$ cat src/hdl/rbf_pkg.sv
`timescale 1ns / 1ps
`default_nettype none
// ----------------------------------------------------------------------------
// rbf_pkg
// shared widths, codes and types for the radial basis node membership block
// ----------------------------------------------------------------------------
package rbf_pkg;

    // configuration
    localparam int          CFG_W        = 7;
    localparam logic [6:0]  DIMS_RESET   = 7'd64;
    localparam int          MAX_DIMS_DEF = 64;

    // field widths
    localparam int INDEX_W = 6;
    localparam int VAL_W   = 16;  // Q4.12 center and sample
    localparam int DIFF_W  = 17;  // signed difference
    localparam int MAG_W   = 16;  // magnitude of a difference
    localparam int FRAC_W  = 12;
    localparam int RAD_W   = 15;
    localparam int MODE_W  = 2;
    localparam int SQ_W    = 2 * MAG_W;
    localparam int RAW_W   = 40;
    localparam int SCL_W   = 37;
    localparam int MEMB_W  = 25;
    localparam int DIV_N_W = MAG_W + FRAC_W;  // dividend bits, one quotient bit per step
    localparam int DIV_CNT_W = $clog2(DIV_N_W + 1);
    localparam int SQR_CNT_W = $clog2(MAG_W + 1);

    // saturation of the scaled quotient, as magnitudes
    localparam logic [MAG_W-1:0] SAT_POS_MAG = 16'd32767;
    localparam logic [MAG_W-1:0] SAT_NEG_MAG = 16'd32768;

    localparam logic [RAW_W-1:0]  RAW_MAX = {RAW_W{1'b1}};
    localparam logic [SCL_W-1:0]  SCL_MAX = {SCL_W{1'b1}};
    localparam logic [MEMB_W-1:0] ONE_Q24 = 25'h100_0000;

    typedef enum logic {
        CMD_LOAD   = 1'b0,
        CMD_SAMPLE = 1'b1
    } t_cmd;

    typedef enum logic [MODE_W-1:0] {
        MODE_SCALE    = 2'd0,
        MODE_ZERO_NEG = 2'd1,
        MODE_ZERO_POS = 2'd2,
        MODE_PLAIN    = 2'd3
    } t_mode;

    typedef struct packed {
        logic [MODE_W-1:0] mode;
        logic [RAD_W-1:0]  radius;
        logic [VAL_W-1:0]  center;
    } t_entry;

    typedef enum logic [2:0] {
        ST_IDLE,
        ST_READ,
        ST_SHAPE,
        ST_DIV,
        ST_SQR_GO,
        ST_SQR,
        ST_ACC
    } t_state;

endpackage
`default_nettype wire

$ cat src/hdl/rbf_store.sv
`timescale 1ns / 1ps
`default_nettype none
// ----------------------------------------------------------------------------
// rbf_store
// per-dimension center, radius and mode memory, one write and one read port
// ----------------------------------------------------------------------------
module rbf_store #(
    parameter int MAX_DIMS = rbf_pkg::MAX_DIMS_DEF,
    parameter int AW       = $clog2(rbf_pkg::MAX_DIMS_DEF)
) (
    input  wire                  i_clk,
    input  wire                  i_wr_en,
    input  wire [AW-1:0]         i_wr_addr,
    input  rbf_pkg::t_entry      i_wr_data,
    input  wire                  i_rd_en,
    input  wire [AW-1:0]         i_rd_addr,
    output rbf_pkg::t_entry      o_rd_data
);
    import rbf_pkg::*;

    t_entry r_mem [MAX_DIMS];
    t_entry r_rd_data;

    always_ff @(posedge i_clk) begin
        if (i_wr_en) begin
            r_mem[i_wr_addr] <= i_wr_data;
        end
    end

    always_ff @(posedge i_clk) begin
        if (i_rd_en) begin
            r_rd_data <= r_mem[i_rd_addr];
        end
    end

    assign o_rd_data = r_rd_data;

endmodule
`default_nettype wire

$ cat src/hdl/rbf_div.sv
`timescale 1ns / 1ps
`default_nettype none
// ----------------------------------------------------------------------------
// rbf_div
// restoring unsigned divider, one quotient bit per cycle
// ----------------------------------------------------------------------------
module rbf_div (
    input  wire                          i_clk,
    input  wire                          i_rst_n,
    input  wire                          i_start,
    input  wire [rbf_pkg::DIV_N_W-1:0]   i_dividend,
    input  wire [rbf_pkg::RAD_W-1:0]     i_divisor,
    output logic                         o_busy,
    output logic [rbf_pkg::DIV_N_W-1:0]  o_quotient
);
    import rbf_pkg::*;

    logic [DIV_CNT_W-1:0] r_cnt;
    logic [DIV_N_W-1:0]   r_quo;
    logic [RAD_W-1:0]     r_rem;
    logic [RAD_W-1:0]     r_dsr;

    logic [RAD_W:0]       trial;
    logic [RAD_W+1:0]     trial_sub;
    logic                 q_bit;
    logic [RAD_W-1:0]     n_rem;

    // partial remainder with the next dividend bit shifted in
    always_comb begin
        trial     = {r_rem, r_quo[DIV_N_W-1]};
        trial_sub = {1'b0, trial} - {2'b00, r_dsr};
        q_bit     = ~trial_sub[RAD_W+1];
        n_rem     = q_bit ? trial_sub[RAD_W-1:0] : trial[RAD_W-1:0];
    end

    always_ff @(posedge i_clk) begin
        if (!i_rst_n) begin
            r_cnt <= '0;
        end else if (i_start) begin
            r_cnt <= DIV_CNT_W'(DIV_N_W);
        end else if (r_cnt != '0) begin
            r_cnt <= r_cnt - 1'b1;
        end
    end

    always_ff @(posedge i_clk) begin
        if (i_start) begin
            r_quo <= i_dividend;
            r_rem <= '0;
            r_dsr <= i_divisor;
        end else if (r_cnt != '0) begin
            r_quo <= {r_quo[DIV_N_W-2:0], q_bit};
            r_rem <= n_rem;
        end
    end

    assign o_busy     = (r_cnt != '0);
    assign o_quotient = r_quo;

endmodule
`default_nettype wire

$ cat src/hdl/rbf_sqr.sv
`timescale 1ns / 1ps
`default_nettype none
// ----------------------------------------------------------------------------
// rbf_sqr
// bit-serial shift-add squarer, one multiplier bit per cycle
// ----------------------------------------------------------------------------
module rbf_sqr (
    input  wire                        i_clk,
    input  wire                        i_rst_n,
    input  wire                        i_start,
    input  wire [rbf_pkg::MAG_W-1:0]   i_operand,
    output logic                       o_busy,
    output logic [rbf_pkg::SQ_W-1:0]   o_square
);
    import rbf_pkg::*;

    logic [SQR_CNT_W-1:0] r_cnt;
    logic [SQ_W-1:0]      r_mcand;
    logic [MAG_W-1:0]     r_mult;
    logic [SQ_W-1:0]      r_acc;

    always_ff @(posedge i_clk) begin
        if (!i_rst_n) begin
            r_cnt <= '0;
        end else if (i_start) begin
            r_cnt <= SQR_CNT_W'(MAG_W);
        end else if (r_cnt != '0) begin
            r_cnt <= r_cnt - 1'b1;
        end
    end

    always_ff @(posedge i_clk) begin
        if (i_start) begin
            r_mcand <= SQ_W'(i_operand);
            r_mult  <= i_operand;
            r_acc   <= '0;
        end else if (r_cnt != '0) begin
            if (r_mult[0]) begin
                r_acc <= r_acc + r_mcand;
            end
            r_mcand <= {r_mcand[SQ_W-2:0], 1'b0};
            r_mult  <= {1'b0, r_mult[MAG_W-1:1]};
        end
    end

    assign o_busy   = (r_cnt != '0);
    assign o_square = r_acc;

endmodule
`default_nettype wire

$ cat src/hdl/rbf_node_membership_top.sv
`timescale 1ns / 1ps
`default_nettype none
// ----------------------------------------------------------------------------
// rbf_node_membership_top
// one radial basis node: per-dimension center/radius store, serial distance
// and membership over a streamed sample vector
// ----------------------------------------------------------------------------
// a load item writes center, radius and mode of one dimension (dropped
// when the index is at or beyond the dimensions in use). a sample item is
// worked one at a time: memory read, difference, then in scale mode with a
// nonzero radius a restoring divider producing one quotient bit per cycle,
// then two shift-add squarers running side by side and a saturating
// accumulate. the result of the last element waits in an output register,
// and the accumulate of a later vector's last element holds only while that
// register is still full. stores are not cleared by reset; a sample must not
// reach a dimension that was never loaded.
// ----------------------------------------------------------------------------
module rbf_node_membership_top #(
    parameter int MAX_DIMS = rbf_pkg::MAX_DIMS_DEF
) (
    input  wire                          i_clk,
    input  wire                          i_rst_n,
    // configuration
    input  wire                          i_cfg_wr_en,
    input  wire [rbf_pkg::CFG_W-1:0]     i_cfg_wr_data,
    // input items
    input  wire                          i_valid,
    output logic                         o_stall,
    input  wire                          i_command,
    input  wire [rbf_pkg::INDEX_W-1:0]   i_index,
    input  wire signed [rbf_pkg::VAL_W-1:0] i_center,
    input  wire [rbf_pkg::RAD_W-1:0]     i_radius,
    input  wire [rbf_pkg::MODE_W-1:0]    i_radius_mode,
    input  wire signed [rbf_pkg::VAL_W-1:0] i_sample,
    // result items
    output logic                         o_valid,
    input  wire                          i_stall,
    output logic [rbf_pkg::RAW_W-1:0]    o_distance,
    output logic [rbf_pkg::MEMB_W-1:0]   o_membership
);
    import rbf_pkg::*;

    localparam int AW = (MAX_DIMS > 1) ? $clog2(MAX_DIMS) : 1;
    localparam int DW = $clog2(MAX_DIMS + 1);
    localparam int EW = (DW > CFG_W) ? DW : CFG_W;

    // state
    t_state r_state, n_state;

    logic [CFG_W-1:0]  r_dims;
    logic [AW-1:0]     r_pos;
    logic              r_emit;
    logic [VAL_W-1:0]  r_sample;
    logic              r_sign;
    logic [MAG_W-1:0]  r_mag;
    logic [MODE_W-1:0] r_mode;
    logic [RAD_W-1:0]  r_rad;
    logic [MAG_W-1:0]  r_shaped;
    logic [RAW_W-1:0]  r_raw_sum;
    logic [SCL_W-1:0]  r_scl_sum;
    logic              r_out_valid;
    logic [RAW_W-1:0]  r_distance;
    logic [MEMB_W-1:0] r_membership;

    // fsm outputs
    logic in_ready;
    logic rd_en;
    logic div_start;
    logic sqr_start;
    logic acc_en;

    logic accept;
    logic is_load;
    logic out_free;

    // effective dimension count, zero acts as one, clamped to the store depth
    logic [EW-1:0] dims_cfg;
    logic [EW-1:0] dims_eff;
    logic [EW-1:0] idx_ext;
    logic [EW-1:0] pos_next;
    logic          load_ok;

    always_comb begin
        dims_cfg = EW'(r_dims);
        if (dims_cfg == '0) begin
            dims_eff = EW'(1);
        end else if (dims_cfg > EW'(MAX_DIMS)) begin
            dims_eff = EW'(MAX_DIMS);
        end else begin
            dims_eff = dims_cfg;
        end
        idx_ext  = EW'(i_index);
        pos_next = EW'(r_pos) + EW'(1);
        load_ok  = (idx_ext < dims_eff);
    end

    assign accept  = i_valid && in_ready;
    assign is_load = (t_cmd'(i_command) == CMD_LOAD);

    // center / radius store
    t_entry wr_entry;
    t_entry rd_entry;

    assign wr_entry.mode   = i_radius_mode;
    assign wr_entry.radius = i_radius;
    assign wr_entry.center = i_center;

    rbf_store #(
        .MAX_DIMS (MAX_DIMS),
        .AW       (AW)
    ) u_store (
        .i_clk     (i_clk),
        .i_wr_en   (accept && is_load && load_ok),
        .i_wr_addr (idx_ext[AW-1:0]),
        .i_wr_data (wr_entry),
        .i_rd_en   (rd_en),
        .i_rd_addr (r_pos),
        .o_rd_data (rd_entry)
    );

    // difference of the element against its stored center
    logic [DIFF_W-1:0] diff;
    logic [DIFF_W-1:0] diff_neg;

    always_comb begin
        diff     = {r_sample[VAL_W-1], r_sample} - {rd_entry.center[VAL_W-1], rd_entry.center};
        diff_neg = '0 - diff;
    end

    // serial divider for scale mode
    logic               div_busy;
    logic [DIV_N_W-1:0] div_quo;

    rbf_div u_div (
        .i_clk      (i_clk),
        .i_rst_n    (i_rst_n),
        .i_start    (div_start),
        .i_dividend ({r_mag, {FRAC_W{1'b0}}}),
        .i_divisor  (r_rad),
        .o_busy     (div_busy),
        .o_quotient (div_quo)
    );

    // quotient magnitude saturated per the sign of the difference
    logic [MAG_W-1:0] quo_sat;

    always_comb begin
        if (r_sign) begin
            quo_sat = (div_quo > DIV_N_W'(SAT_NEG_MAG)) ? SAT_NEG_MAG : div_quo[MAG_W-1:0];
        end else begin
            quo_sat = (div_quo > DIV_N_W'(SAT_POS_MAG)) ? SAT_POS_MAG : div_quo[MAG_W-1:0];
        end
    end

    // shaped magnitude for the modes that need no division
    logic             need_div;
    logic [MAG_W-1:0] shaped_direct;

    always_comb begin
        need_div      = 1'b0;
        shaped_direct = r_mag;
        unique case (t_mode'(r_mode))
            MODE_SCALE: begin
                if (r_rad != '0) begin
                    need_div = 1'b1;
                end else if (r_mag == '0) begin
                    shaped_direct = '0;
                end else begin
                    // zero radius: saturate toward the sign of the difference
                    shaped_direct = r_sign ? SAT_NEG_MAG : SAT_POS_MAG;
                end
            end
            MODE_ZERO_NEG: shaped_direct = r_sign ? '0 : r_mag;
            MODE_ZERO_POS: shaped_direct = r_sign ? r_mag : '0;
            MODE_PLAIN:    shaped_direct = r_mag;
            default:       shaped_direct = r_mag;
        endcase
    end

    // two squarers in parallel, same length so they finish together
    logic            sqr_busy_raw;
    logic            sqr_busy_scl;
    logic [SQ_W-1:0] sq_raw;
    logic [SQ_W-1:0] sq_scl;

    rbf_sqr u_sqr_raw (
        .i_clk     (i_clk),
        .i_rst_n   (i_rst_n),
        .i_start   (sqr_start),
        .i_operand (r_mag),
        .o_busy    (sqr_busy_raw),
        .o_square  (sq_raw)
    );

    rbf_sqr u_sqr_scl (
        .i_clk     (i_clk),
        .i_rst_n   (i_rst_n),
        .i_start   (sqr_start),
        .i_operand (r_shaped),
        .o_busy    (sqr_busy_scl),
        .o_square  (sq_scl)
    );

    // saturating accumulate and membership
    logic [RAW_W:0]    raw_add;
    logic [SCL_W:0]    scl_add;
    logic [RAW_W-1:0]  raw_new;
    logic [SCL_W-1:0]  scl_new;
    logic [MEMB_W-1:0] memb_new;

    always_comb begin
        raw_add = {1'b0, r_raw_sum} + (RAW_W + 1)'(sq_raw);
        scl_add = {1'b0, r_scl_sum} + (SCL_W + 1)'(sq_scl);
        raw_new = (raw_add >= (RAW_W + 1)'(RAW_MAX)) ? RAW_MAX : raw_add[RAW_W-1:0];
        scl_new = (scl_add >= (SCL_W + 1)'(SCL_MAX)) ? SCL_MAX : scl_add[SCL_W-1:0];
        if (scl_new >= SCL_W'(ONE_Q24)) begin
            memb_new = '0;
        end else begin
            memb_new = ONE_Q24 - scl_new[MEMB_W-1:0];
        end
    end

    assign out_free = !r_out_valid || !i_stall;

    // next state
    always_comb begin
        n_state = r_state;
        unique case (r_state)
            ST_IDLE:   if (accept && !is_load) n_state = ST_READ;
            ST_READ:   n_state = ST_SHAPE;
            ST_SHAPE:  n_state = need_div ? ST_DIV : ST_SQR_GO;
            ST_DIV:    if (!div_busy) n_state = ST_SQR_GO;
            ST_SQR_GO: n_state = ST_SQR;
            ST_SQR:    if (!sqr_busy_raw && !sqr_busy_scl) n_state = ST_ACC;
            ST_ACC:    if (!r_emit || out_free) n_state = ST_IDLE;
            default:   n_state = ST_IDLE;
        endcase
    end

    // fsm outputs
    always_comb begin
        in_ready  = 1'b0;
        rd_en     = 1'b0;
        div_start = 1'b0;
        sqr_start = 1'b0;
        acc_en    = 1'b0;
        unique case (r_state)
            ST_IDLE: begin
                in_ready = 1'b1;
                rd_en    = i_valid && !is_load;
            end
            ST_READ:   ;
            ST_SHAPE:  div_start = need_div;
            ST_DIV:    ;
            ST_SQR_GO: sqr_start = 1'b1;
            ST_SQR:    ;
            ST_ACC:    acc_en = !r_emit || out_free;
            default:   ;
        endcase
    end

    assign o_stall = !in_ready;

    // control registers
    always_ff @(posedge i_clk) begin
        if (!i_rst_n) begin
            r_state     <= ST_IDLE;
            r_dims      <= DIMS_RESET;
            r_pos       <= '0;
            r_emit      <= 1'b0;
            r_raw_sum   <= '0;
            r_scl_sum   <= '0;
            r_out_valid <= 1'b0;
        end else begin
            r_state <= n_state;
            if (i_cfg_wr_en) begin
                r_dims <= i_cfg_wr_data;
            end
            // last element of the vector decided when the element is taken
            if (accept && !is_load) begin
                r_emit <= (pos_next >= dims_eff);
            end
            if (acc_en) begin
                if (r_emit) begin
                    r_pos     <= '0;
                    r_raw_sum <= '0;
                    r_scl_sum <= '0;
                end else begin
                    r_pos     <= r_pos + 1'b1;
                    r_raw_sum <= raw_new;
                    r_scl_sum <= scl_new;
                end
            end
            if (acc_en && r_emit) begin
                r_out_valid <= 1'b1;
            end else if (!i_stall) begin
                r_out_valid <= 1'b0;
            end
        end
    end

    // datapath registers
    always_ff @(posedge i_clk) begin
        if (accept && !is_load) begin
            r_sample <= i_sample;
        end
        if (r_state == ST_READ) begin
            r_sign <= diff[DIFF_W-1];
            r_mag  <= diff[DIFF_W-1] ? diff_neg[MAG_W-1:0] : diff[MAG_W-1:0];
            r_mode <= rd_entry.mode;
            r_rad  <= rd_entry.radius;
        end
        if (r_state == ST_SHAPE) begin
            r_shaped <= shaped_direct;
        end else if (r_state == ST_DIV && !div_busy) begin
            r_shaped <= quo_sat;
        end
        if (acc_en && r_emit) begin
            r_distance   <= raw_new;
            r_membership <= memb_new;
        end
    end

    assign o_valid      = r_out_valid;
    assign o_distance   = r_distance;
    assign o_membership = r_membership;

endmodule
`default_nettype wire

$ cat config.mk
export PLATFORM = sky130hd
export DESIGN_NAME = rbf_node_membership_top
export DESIGN_NICKNAME = d
export VERILOG_FILES = /design/src/hdl/rbf_pkg.sv /design/src/hdl/rbf_store.sv /design/src/hdl/rbf_div.sv /design/src/hdl/rbf_sqr.sv /design/src/hdl/rbf_node_membership_top.sv
export SDC_FILE = /design/constraint.sdc
export NUM_CORES = 2
export LEC_CHECK = 0
export ABC_CLOCK_PERIOD_IN_PS = 5400
export BUFFER_PORTS_ARGS = -buffer_cell sky130_fd_sc_hd__buf_2
export CAP_MARGIN = 20
export CORE_AREA = 3 3 494 496
export DETAILED_ROUTE_END_ITERATION = 8
export DIE_AREA = 0 0 497 499
export MAX_ROUTING_LAYER = met4
export PLACE_DENSITY_LB_ADDON = 0.25
export SLEW_MARGIN = 20
export SYNTH_ARGS = -nofsm -noshare
export SYNTH_HDL_FRONTEND = slang
export SYNTH_SLANG_ARGS = --single-unit
$ cat constraint.sdc
create_clock -name i_clk -period 5.4 [get_ports i_clk]
set_input_delay 0.81 -clock i_clk [delete_from_list [all_inputs] [get_ports i_clk]]
set_output_delay 0.81 -clock i_clk [all_outputs]
set_load 0.01 [all_outputs]
==> flow_results.xml <==
<?xml version="1.0" encoding="UTF-8"?>
<metrics>
  <group name="die">
    <metric name="floorplan.die.width" unit="um">497</metric>
    <metric name="placementRows" unit="">180</metric>
    <metric name="count_of_pins_on_the_block_boundary" unit="">135</metric>
    <metric name="start_util" unit="%">44.82</metric>
    <metric name="fp.coreArea" unit="sq um">240100</metric>
    <metric name="floorplan.die_area" unit="sq um">248000</metric>
    <metric name="chipHeight" unit="um">499</metric>
  </group>
  <group name="setup_path">
    <metric name="crit_fanout" unit="">5</metric>
    <metric name="critPathRequiredTime" unit="ns">5.99</metric>
    <metric name="start_kind" unit="">register</metric>
    <metric name="path_class" unit="">reg -&gt; reg</metric>
    <metric name="endpoint_kind" unit="">register</metric>
    <metric name="cp_data_arrival_time" unit="ns">5.71</metric>
  </group>
  <group name="synth">
    <metric name="ys_ff_latch" unit="">2604</metric>
    <metric name="postSynthAreaPerCell" unit="sq um">17.84</metric>
    <metric name="number_of_standard_cells_after_synthesis" unit="">6031</metric>
    <metric name="synthFlopType" unit="">sky130_fd_sc_hd__edfxtp_1</metric>
    <metric name="netlist-cell-type-count" unit="">104</metric>
    <metric name="mappedNetlistArea" unit="sq um">107600</metric>
    <metric name="synth_enable_flop_cells" unit="">2371</metric>
    <metric name="synth_sequential_area_ratio" unit="%">70.50</metric>
    <metric name="postSynth.asyncResetShare" unit="%">0</metric>
    <metric name="net_count_after_synthesis" unit="">6282</metric>
    <metric name="yosys_warnings" unit="">0</metric>
  </group>
  <group name="timing">
    <metric name="period_share" unit="%">94.85</metric>
    <metric name="setup-violations-final" unit="">0</metric>
    <metric name="finalHoldViolations" unit="">0</metric>
    <metric name="timing.clock.skew" unit="ns">0.07490</metric>
    <metric name="worstMarginPinSlew" unit="ns">1.077</metric>
    <metric name="slew_headroom" unit="%">28.20</metric>
    <metric name="drv_slew" unit="">0</metric>
    <metric name="tns" unit="ns">0</metric>
    <metric name="upper_clock_frequency_limit" unit="MHz">195.3</metric>
    <metric name="worst_slack" unit="ns">0.2783</metric>
    <metric name="fin_crit" unit="ns">5.122</metric>
  </group>
  <group name="placement">
    <metric name="gp_routability_congestion" unit="">0.8982</metric>
    <metric name="placed_cell_area" unit="sq um">113500</metric>
    <metric name="io_buffers" unit="">134</metric>
    <metric name="detailedPlacementHpwl" unit="um">160500</metric>
    <metric name="place_ws" unit="ns">0.08682</metric>
  </group>
  <group name="pwr">
    <metric name="power.net_switching" unit="mW">13.54</metric>
    <metric name="total_power_of_the_final_layout" unit="mW">51.29</metric>
    <metric name="power.combinational.fraction" unit="%">16.6</metric>
    <metric name="power_frac_clock" unit="%">36.1</metric>
    <metric name="areal_power_density_over_the_cells" unit="nW/um^2">418.8</metric>
    <metric name="pwr-share-seq" unit="%">47.3</metric>
    <metric name="internal_power" unit="mW">37.75</metric>
    <metric name="power.ir.vdd_worst" unit="mV">0.3046</metric>
    <metric name="power.static_leakage" unit="nW">39.64</metric>
    <metric name="switching_share_of_power" unit="%">26.40</metric>
  </group>
  <group name="detailed_routing">
    <metric name="dr_vias" unit="">56453</metric>
    <metric name="drt_wl_total" unit="um">255300</metric>
    <metric name="drt_drc" unit="">0</metric>
    <metric name="vias_per_cell" unit="">5.789</metric>
    <metric name="wl_per_cell" unit="um">26.18</metric>
    <metric name="detail_route.iter0.violations" unit="">4736</metric>
    <metric name="detail-route-antenna-nets" unit="">0</metric>
    <metric name="drt_pre_antenna_iters" unit="">7</metric>
  </group>
  <group name="global_route">
    <metric name="gr-total-overflow" unit="">0</metric>
    <metric name="via_count_of_the_first_global_routing_pass" unit="">57197</metric>
    <metric name="antenna_violations_before_repair" unit="">19</metric>
    <metric name="global_route.usage.total" unit="%">21.13</metric>
    <metric name="grt_first_pass_wirelength" unit="um">381800</metric>
    <metric name="grt_start_max_net_pins" unit="">78</metric>
  </group>
  <group name="layout">
    <metric name="fill_cells" unit="">19332</metric>
    <metric name="area_taken_by_multi_input_logic_gates" unit="sq um">30830</metric>
    <metric name="post_route_cells_drive_above_1_share" unit="%">23.53</metric>
    <metric name="layout.nets" unit="">6619</metric>
    <metric name="layout.core_utilization" unit="%">51.02</metric>
    <metric name="final_area" unit="sq um">122500</metric>
    <metric name="area_of_all_sequential_standard_cells" unit="sq um">75880</metric>
    <metric name="layout-area-overhead-vs-synth" unit="%">13.82</metric>
  </group>
  <group name="outcome">
    <metric name="run_status" unit="">finished clean</metric>
  </group>
  <group name="clocking">
    <metric name="ctsHtreeMaxLevel" unit="">5</metric>
    <metric name="cts_bufs_inserted" unit="">285</metric>
    <metric name="root_buffer_cell" unit="">sky130_fd_sc_hd__clkbuf_16</metric>
    <metric name="numClockSinks" unit="">2604</metric>
    <metric name="tritoncts" unit="">built</metric>
    <metric name="cts.reportedPaths.clkPinSlew" unit="ns">0.06</metric>
    <metric name="cts-root-to-sink-buffers" unit="">4</metric>
    <metric name="clock_insertion_delay_worst_skew" unit="ns">0.92</metric>
  </group>
  <group name="hold_path">
    <metric name="hold_class" unit="">in -&gt; reg</metric>
  </group>
  <group name="run">
    <metric name="max_cap_violations" unit="">0</metric>
  </group>
</metrics>
[registers in the layout, indices dropped and copies added (netlist names), 6 cells and up]
| name | count |
|---|---|
| r_sample | 16 |
| u_sqr_raw.r_mult | 16 |
| r_raw_sum | 40 |
| r_shaped | 16 |
| u_sqr_raw.o_square | 32 |
| u_sqr_scl.r_mult | 16 |
| dims_cfg | 7 |
| u_store.o_rd_data | 33 |
| u_div.o_quotient | 28 |
| r_scl_sum | 37 |
| r_rad | 15 |
| u_sqr_raw.r_mcand | 32 |
| u_store.r_mem | 2112 |
| o_membership | 25 |
| u_sqr_scl.o_square | 32 |
| r_mag | 16 |
| u_div.r_rem | 15 |
| o_distance | 40 |
| u_sqr_scl.r_mcand | 32 |
| u_div.r_dsr | 15 |
| r_pos | 6 |
[through the flow]
stage / hold WS (ns) / instances
after global placement: 0.4160 / 9262
after CTS: 0.0008227 / 9745
final: 0.07933 / 9751
after floorplan: 0.4003 / 6031
after global routing: 0.03038 / 9748
after detailed placement: 0.4054 / 9263
[power by group through the flow]
stage	clock network, mW	registers, mW	logic [mW]
3_5_place_dp	0	24.7	8.50
3_3_place_gp	0	24.7	8.28
4_1_cts	18.9	24.3	8.53
6_report	18.5	24.3	8.53
5_1_grt	19.7	24.4	9.58
2_1_floorplan	0	24.2	6.27
[cell usage after synthesis (all sizes together) (5+ instances only)]
cell	number	area, sq um
or2	13	81.33
o21bai	15	112.6
o21a	28	211.5
dfxtp	233	4664
nand2	495	1858
a31oi	19	143.9
fa	6	120.1
o21ai	158	798.3
nor4	21	131.4
nand3	49	245.2
a31o	7	70.07
a21boi	22	165.2
nor4b	11	102.6
and3	29	182.7
o211ai	15	117.6
nor3b	13	107.6
a21oi	264	1336
mux4	693	15610
xor2	66	578.1
o22ai	20	125.1
o31ai	10	80.07
nand4	34	212.7
clkbuf	199	768.2
a211oi	33	267.8
ha	177	2215
xnor2	98	865.8
mux2i	23	230.2
and2	25	158.9
and4	5	46.29
inv	99	371.6
nor3	64	325.3
or3	23	145.1
nand2b	34	212.7
nand3b	8	60.06
a221o	23	232.7
edfxtp	2371	71200
a21o	70	525.5
nor2	270	1016
a211o	6	52.55
buf	82	357.8
a22oi	44	330.3
nor2b	90	563.0
[metal layers]
metal | GRT usage (%) | wire [um] | part of all wire [%]
met1 | 27.59 | 106700 | 42
met2 | 35.42 | 130400 | 51
met3 | 2.865 | 12340 | 4.8
met4 | 5.014 | 5838 | 2.3
met5 | - | 0 | 0
[worst max-delay path: stages, from the launching register on]
cell and delay (ns):
sky130_fd_sc_hd__dfxtp_1 0.32, sky130_fd_sc_hd__ha_1 0.38, sky130_fd_sc_hd__a21oi_1 0.22, sky130_fd_sc_hd__o21ai_1 0.15, sky130_fd_sc_hd__a211oi_2 0.25, sky130_fd_sc_hd__a21oi_2 0.10
sky130_fd_sc_hd__o31a_1 0.33, sky130_fd_sc_hd__a31o_4 0.28, sky130_fd_sc_hd__a31oi_1 0.22, sky130_fd_sc_hd__xnor2_1 0.12, sky130_fd_sc_hd__and2_0 0.17, sky130_fd_sc_hd__nand4_1 0.18
sky130_fd_sc_hd__nand2_1 0.14, sky130_fd_sc_hd__nor2_1 0.12, sky130_fd_sc_hd__ha_1 0.19, sky130_fd_sc_hd__inv_1 0.04, sky130_fd_sc_hd__or2_2 0.30, sky130_fd_sc_hd__nor3_1 0.23
sky130_fd_sc_hd__nor4b_2 0.27, sky130_fd_sc_hd__buf_4 0.16, sky130_fd_sc_hd__nand2_1 0.07, sky130_fd_sc_hd__nor2_1 0.14, sky130_fd_sc_hd__nand2_1 0.13, sky130_fd_sc_hd__nor2_1 0.15
sky130_fd_sc_hd__xor2_1 0.16, sky130_fd_sc_hd__nor2_1 0.05
[logic make-up (layout without fill, tap and decap cells)]
group / Yosys count / count (layout) / share of synthesized area, %
AND/OR/NAND/NOR: 1202 / 1202 / 5.211
flip-flops: 2604 / 2604 / 70.50
multiplexers: 720 / 720 / 14.76
AO/OA/AOI/OAI: 776 / 776 / 4.611
buffers and inverters: 382 / 913 / 1.409
adder cells (fa/ha/maj): 183 / 183 / 2.170
XOR/XNOR: 164 / 164 / 1.342
other: 0 / 4 / 0
[path summary, 6_finish.rpt]
check / start / to / slack, ns / cells after the start
hold / removal: i_sample[0] / r_sample[0] / 0.08 / 1
setup reg to reg: r_scl_sum[10] / o_membership[22] / 0.28 / 25
setup / recovery: r_scl_sum[10] / o_membership[22] / 0.28 / 25
hold reg to reg: u_store.o_rd_data[18] / r_rad[2] / 0.42 / 0
[area by class of cell]
class	instances	share of cell area, %
timing repair buffer	333	2.133
clock buffer	361	6.254
clock inverter	120	0.9235
multi-input combinational	3045	25.17
antenna	4	0.008172
tap	3185	3.254
sequential	2604	61.96
inverter	99	0.3034
[cell usage in the layout, fill, tap and decap left out, types with 65 or more instances in the layout]
cell type,Yosys,final
sky130_fd_sc_hd__mux4_2,693,693
sky130_fd_sc_hd__buf_2,7,119
sky130_fd_sc_hd__o21ai_0,138,137
sky130_fd_sc_hd__nor2_4,0,66
sky130_fd_sc_hd__inv_1,99,98
sky130_fd_sc_hd__clkbuf_16,0,295
sky130_fd_sc_hd__ha_1,177,177
sky130_fd_sc_hd__nor2_1,269,203
sky130_fd_sc_hd__nand2_1,495,494
sky130_fd_sc_hd__a21oi_1,260,258
sky130_fd_sc_hd__a21o_1,70,70
sky130_fd_sc_hd__edfxtp_1,2371,2371
sky130_fd_sc_hd__nor2b_1,90,88
sky130_fd_sc_hd__xor2_1,66,65
sky130_fd_sc_hd__xnor2_1,97,96
sky130_fd_sc_hd__dfxtp_1,233,226
sky130_fd_sc_hd__buf_4,3,181
[what timing repair did]
item,4_1_cts,5_1_grt
hold buffers,1,0
buffers inserted,0,2
gates resized for setup,0,13
endpoints found under the setup margin,0,8
endpoints found under the hold margin,1,0
Power figures use the tool's default switching activity.
